--- src/sv/scalar_kalman_angle_filter_core_defines.svh ---
// ----------------------------------------------------------------------------
// Assertion macros for the scalar Kalman angle filter core
// Shared property forms, clocked on clk and disabled while arst_n is low.
// ----------------------------------------------------------------------------
`ifndef SCALAR_KALMAN_ANGLE_FILTER_CORE_DEFINES_SVH
`define SCALAR_KALMAN_ANGLE_FILTER_CORE_DEFINES_SVH

// The consequent must hold in the same cycle as the antecedent.
`define SKAF_ASSERT_SAME(label, ante, cons, msg) \
	label: assert property (@(posedge clk) disable iff (!arst_n) (ante) |-> (cons)) \
		else $error(msg);

// The consequent must hold in the cycle after the antecedent.
`define SKAF_ASSERT_NEXT(label, ante, cons, msg) \
	label: assert property (@(posedge clk) disable iff (!arst_n) (ante) |=> (cons)) \
		else $error(msg);

`endif

--- src/sv/skaf_pkg.sv ---
// ----------------------------------------------------------------------------
// Scalar Kalman angle filter package
// Widths, register indexes, shared types and saturation helpers.
// ----------------------------------------------------------------------------
package skaf_pkg;

	localparam int NUM_CHANNELS_DEF = 3;
	localparam int CH_W      = 2;
	localparam int DATA_W    = 32;
	localparam int VAR_W     = 31;
	localparam int GAIN_W    = 17;
	localparam int CFG_W     = 16;
	localparam int CFG_IDX_W = 3;
	localparam int NUM_W     = 48;
	localparam int DEN_W     = 33;

	localparam logic [CFG_IDX_W-1:0] REG_STEP_TIME        = 3'd0;
	localparam logic [CFG_IDX_W-1:0] REG_PROCESS_STD      = 3'd1;
	localparam logic [CFG_IDX_W-1:0] REG_MEAS_STD_TILT    = 3'd2;
	localparam logic [CFG_IDX_W-1:0] REG_MEAS_STD_HEADING = 3'd3;

	localparam logic [CFG_W-1:0]  CFG_RESET  = 16'd256;
	localparam logic [GAIN_W-1:0] GAIN_ONE   = 17'd65536;
	localparam logic [VAR_W-1:0]  VAR_MAX    = 31'h7FFF_FFFF;
	localparam logic [CH_W-1:0]   HEADING_CH = 2'd2;

	typedef struct packed {
		logic [CFG_W-1:0] step_time;
		logic [CFG_W-1:0] process_std;
		logic [CFG_W-1:0] meas_std_tilt;
		logic [CFG_W-1:0] meas_std_heading;
	} cfg_t;

	typedef struct packed {
		logic load;
		logic mult1;
		logic pred_ang;
		logic pred_var;
		logic div_start;
		logic mult2;
		logic finish;
	} cmd_t;

	typedef struct packed {
		logic chan_ok;
		logic div_busy;
	} stat_t;

	function automatic logic [DATA_W-1:0] sat_angle(input logic signed [51:0] v);
		logic [DATA_W-1:0] r;
		if (v > 52'sd2147483647) begin
			r = 32'h7FFF_FFFF;
		end else if (v < -52'sd2147483648) begin
			r = 32'h8000_0000;
		end else begin
			r = v[DATA_W-1:0];
		end
		return r;
	endfunction

	function automatic logic [VAR_W-1:0] sat_var(input logic [48:0] v);
		logic [VAR_W-1:0] r;
		if (v > 49'(VAR_MAX)) begin
			r = VAR_MAX;
		end else begin
			r = v[VAR_W-1:0];
		end
		return r;
	endfunction

endpackage

--- src/sv/skaf_ctrl.sv ---
// ----------------------------------------------------------------------------
// Kalman filter controller
// Sequences one update through the datapath and owns both handshakes.
// ----------------------------------------------------------------------------
module skaf_ctrl import skaf_pkg::*; (
	input  logic  clk,
	input  logic  arst_n,
	input  logic  in_valid,
	output logic  in_ready,
	output logic  out_valid,
	input  logic  out_ready,
	input  stat_t stat,
	output cmd_t  cmd
);

	localparam logic [2:0] S_IDLE = 3'd0;
	localparam logic [2:0] S_M1   = 3'd1;
	localparam logic [2:0] S_M2   = 3'd2;
	localparam logic [2:0] S_M3   = 3'd3;
	localparam logic [2:0] S_M4   = 3'd4;
	localparam logic [2:0] S_DIV  = 3'd5;
	localparam logic [2:0] S_M5   = 3'd6;
	localparam logic [2:0] S_FIN  = 3'd7;

	logic [2:0] state_q;
	logic [2:0] state_d;
	logic       out_valid_q;
	logic       out_free;

	assign out_free = !out_valid_q || out_ready;

	always_comb begin
		state_d = state_q;
		case (state_q)
			S_IDLE: begin
				if (in_valid) begin
					state_d = S_M1;
				end
			end
			S_M1: begin
				state_d = stat.chan_ok ? S_M2 : S_FIN;
			end
			S_M2:  state_d = S_M3;
			S_M3:  state_d = S_M4;
			S_M4:  state_d = S_DIV;
			S_DIV: begin
				if (!stat.div_busy) begin
					state_d = S_M5;
				end
			end
			S_M5:  state_d = S_FIN;
			S_FIN: begin
				if (out_free) begin
					state_d = S_IDLE;
				end
			end
			default: state_d = S_IDLE;
		endcase
	end

	always_comb begin
		cmd.load      = (state_q == S_IDLE) && in_valid;
		cmd.mult1     = (state_q == S_M1);
		cmd.pred_ang  = (state_q == S_M2);
		cmd.pred_var  = (state_q == S_M3);
		cmd.div_start = (state_q == S_M4);
		cmd.mult2     = (state_q == S_M5);
		cmd.finish    = (state_q == S_FIN) && out_free;
	end

	always_ff @(posedge clk or negedge arst_n) begin
		if (!arst_n) begin
			state_q     <= S_IDLE;
			out_valid_q <= 1'b0;
		end else begin
			state_q <= state_d;
			if (cmd.finish) begin
				out_valid_q <= 1'b1;
			end else if (out_ready) begin
				out_valid_q <= 1'b0;
			end
		end
	end

	assign in_ready  = (state_q == S_IDLE);
	assign out_valid = out_valid_q;

endmodule

--- config.mk ---
export PLATFORM = sky130hd
export DESIGN_NAME = skaf_ctrl
export DESIGN_NICKNAME = d
export VERILOG_FILES = /design/src/sv/scalar_kalman_angle_filter_core_defines.svh /design/src/sv/skaf_pkg.sv /design/src/sv/skaf_ctrl.sv
export SDC_FILE = /design/constraint.sdc
export NUM_CORES = 1
export LEC_CHECK = 0
export BUFFER_PORTS_ARGS = -buffer_cell sky130_fd_sc_hd__buf_2
export CELL_PAD_IN_SITES_DETAIL_PLACEMENT = 0
export CELL_PAD_IN_SITES_GLOBAL_PLACEMENT = 1
export CORE_AREA = 2 2 39 41
export CTS_CLUSTER_DIAMETER = 50
export DETAILED_ROUTE_END_ITERATION = 7
export DIE_AREA = 0 0 41 43
export PLACE_DENSITY_LB_ADDON = 0.1
export SLEW_MARGIN = 20
export SYNTH_ARGS = -nofsm -noshare
export SYNTH_HDL_FRONTEND = slang
export SYNTH_SLANG_ARGS = --single-unit
export TNS_END_PERCENT = 20
--- constraint.sdc ---
create_clock -name clk -period 1.3 [get_ports clk]
set_input_delay 0.26 -clock clk [delete_from_list [all_inputs] [get_ports clk]]
set_output_delay 0.26 -clock clk [all_outputs]
set_load 0.01 [all_outputs]
==> impl_metrics.json <==
{
  "clk_pin_slew_ps": 40,
  "drive_gt1_share_pct": 57.1,
  "dieArea_um2": 1760,
  "num_antenna_cells": 0,
  "grt.met3_usage_pct": 3.14,
  "fp.dieH_um": 43,
  "cts_max_level": 1,
  "synth_top_area_share_pct": 37.7,
  "setup_viol": 7,
  "root_buffer": "clkbuf_4",
  "ir_drop_mv": 0.939,
  "worst_pin_slew_ps": 176,
  "pwr-share-clk_pct": 14.0,
  "synth.area.top_cells": "dfrtp_1 38%, nor3b_1 8.5%, mux2i_1 7.5%",
  "syn_to_final_growth_pct": 71.2,
  "dp_worst_setup_slack_ps": 85.3,
  "vias": 312,
  "outcome": "finished with violations",
  "synth_cell_types": 17,
  "ys_seq_area_share_pct": 37.7,
  "leakage_nw": 0.231,
  "p_seq_share_pct": 26.2,
  "crit_fanout": 7,
  "busiest_layer": "met2",
  "cts.sinks": 4,
  "start_util_pct": 19.2,
  "first_global_vias": 310,
  "dpl.cell_count": 63,
  "switching_share_pct": 39.3,
  "crit_path_cell_trace": "nor3_2 > and2_1 > buf_2",
  "overflow": 0,
  "antenna_found_initial": 0,
  "end_kind": "output port",
  "grt_setup_unrepaired": "yes",
  "track_usage_pct": 10.7,
  "fill_cells": 153,
  "fin_nets": 64,
  "cts_buffers": 3,
  "hold_violations": 0,
  "grt_pass1_wl_um": 1280,
  "drc": 0,
  "post-route-period-util_pct": 105,
  "yosys_warnings": 0,
  "final_cell_mix": "14 x buf_2, 8 x buf_4, 4 x nand2_1, 4 x nor2_1",
  "dpl_cell_area_um2": 368,
  "setup_slack_ps": -70.0,
  "core_um2": 1380,
  "cts_tree": "done",
  "cp_slowest_cell": "dfrtp_2",
  "startpoint_type": "register",
  "antenna_left": 0,
  "setup_tns_ps": -167,
  "synth_area_um2": 265,
  "synth_cells": 32,
  "cts_max_path_buffers": 2,
  "row_count": 14,
  "grtUsageMet2_pct": 15.0,
  "cp_top_family": "flip-flops",
  "numPortBuffers": 14,
  "powerDensity_nw_per_um2": 2380,
  "syn_avg_cell_area_um2": 8.29,
  "period_needed_ps": 1370,
  "synth_top_cell_by_area": "dfrtp_1",
  "skew_ps": 1.56,
  "required_ps": 1040,
  "violations": "negative setup slack",
  "drt_iter0_drc": 0,
  "p_comb_share_pct": 59.9,
  "path_class": "reg -> out",
  "timing.slew.headroom_pct": 88.2,
  "synth_seq_cells": 4,
  "die_w_um": 41,
  "dr.pass1.iters": 1,
  "gp_congestion": 0.690,
  "fmax_ghz": 0.730,
  "viasPerCell": 4.33,
  "critPathMaxStageDelay_ps": 450,
  "drv_slew": 0,
  "grt_max_degree": 9,
  "final_common_cell": "buf_2",
  "cp.arrival_ps": 1110,
  "wire_per_inst_um": 10.2,
  "stdcell_count": 72,
  "p_switching_w": 0.000425,
  "final_area_um2": 454,
  "clk_latency_ps": 230,
  "maxCapViolCount": 0,
  "io_pins": 15,
  "p_int_w": 0.000656,
  "dp.final_hpwl_um": 525,
  "syn-num-nets": 38,
  "path_buf_inv": 1,
  "use_met1_pct": 14.0,
  "finalPower_w": 0.00108,
  "hold_path_class": "in -> reg",
  "wl_um": 732
}
==> repair_timing <==
action | 4_1_cts | 5_1_grt
endpoints found under the setup margin | 8 | 9
hold endpoints to repair | 4 | 0
hold buffers | 1 | 0
pin swaps | 2 | 0
buffers inserted | 4 | 1
cloned | 0 | 0
gates resized for setup | 8 | 1
==> worst min-delay path, stage by stage <==
cell and delay, ps:
buf_2 90, nand2_1 50, nand2_1 60, mux2i_1 60
==> final cells by class <==
type / instances / area [um^2] / share of cell area [%]
repair buffers: 24 / 151 / 33.3
multi-input cells: 25 / 156 / 34.4
well taps: 16 / 20.0 / 4.41
clock buffers: 3 / 22.5 / 4.96
flip-flops and latches: 4 / 104 / 22.9
==> path summary, 6_finish.rpt <==
kind / slack (ps) / cells after the start / to / from
worst max-delay path: -70 / 3 / cmd[6] / state_q[2]
worst min register to register: 640 / 2 / out_valid / state_q[0]
worst min-delay path: 330 / 4 / state_q[1] / stat[0]
worst max register to register: 30 / 4 / state_q[0] / state_q[1]
min in group asynchronous: 360 / 2 / state_q[1] / arst_n
max in group asynchronous: 810 / 2 / state_q[2] / arst_n
==> flip-flops by register name (all words and copies together), names as in the netlist <==
name	cells
out_valid	1
state_q	3
==> power groups by stage <==
stage	clock [W]	combinational, W	sequential (W)
3_5_place_dp	0	0.000480	0.000299
5_1_grt	0.000169	0.000717	0.000300
4_1_cts	0.000162	0.000621	0.000287
3_3_place_gp	0	0.000478	0.000299
2_1_floorplan	0	0.000365	0.000229
6_report	0.000151	0.000647	0.000283
==> metrics by stage <==
| step | hold WS (ps) | utilization, % |
|---|---|---|
| 2_1_floorplan | -35.6 | - |
| 3_3_place_gp | 67.7 | 26.6 |
| 3_5_place_dp | 70.7 | 26.6 |
| 4_1_cts | 330 | 32.0 |
| 5_1_grt | 358 | 32.8 |
| 6_report | 328 | 32.8 |
==> layer usage <==
| layer | vias up | share of wire, % |
|---|---|---|
| met3 | 0 | 5.5 |
| met2 | 6 | 55 |
| met1 | 150 | 39 |
| li1 | 156 | - |
| met5 | - | 0 |
| met4 | 0 | 0 |
==> logic make-up (layout without fill, tap and decap cells) <==
family          count (synthesis)  in the layout  share of synthesized area (%)
mux                             2              2                           7.55
flops                           4              4                           37.7
compound gates                  5              5                           10.8
buf+inv                         3             27                           6.60
simple gates                   18             18                           37.3
==> cell usage after synthesis <==
master / n
a21boi_1: 1
a21oi_1: 2
a31oi_1: 1
and2_1: 1
buf_2: 2
buf_4: 1
dfrtp_1: 4
mux2i_1: 2
nand2_1: 4
nand2b_1: 2
nand3_1: 1
nor2_1: 4
nor2b_1: 1
nor3_2: 1
nor3b_1: 3
o21ai_1: 1
or3_1: 1
Note: power is estimated with default switching activity, not from simulation.
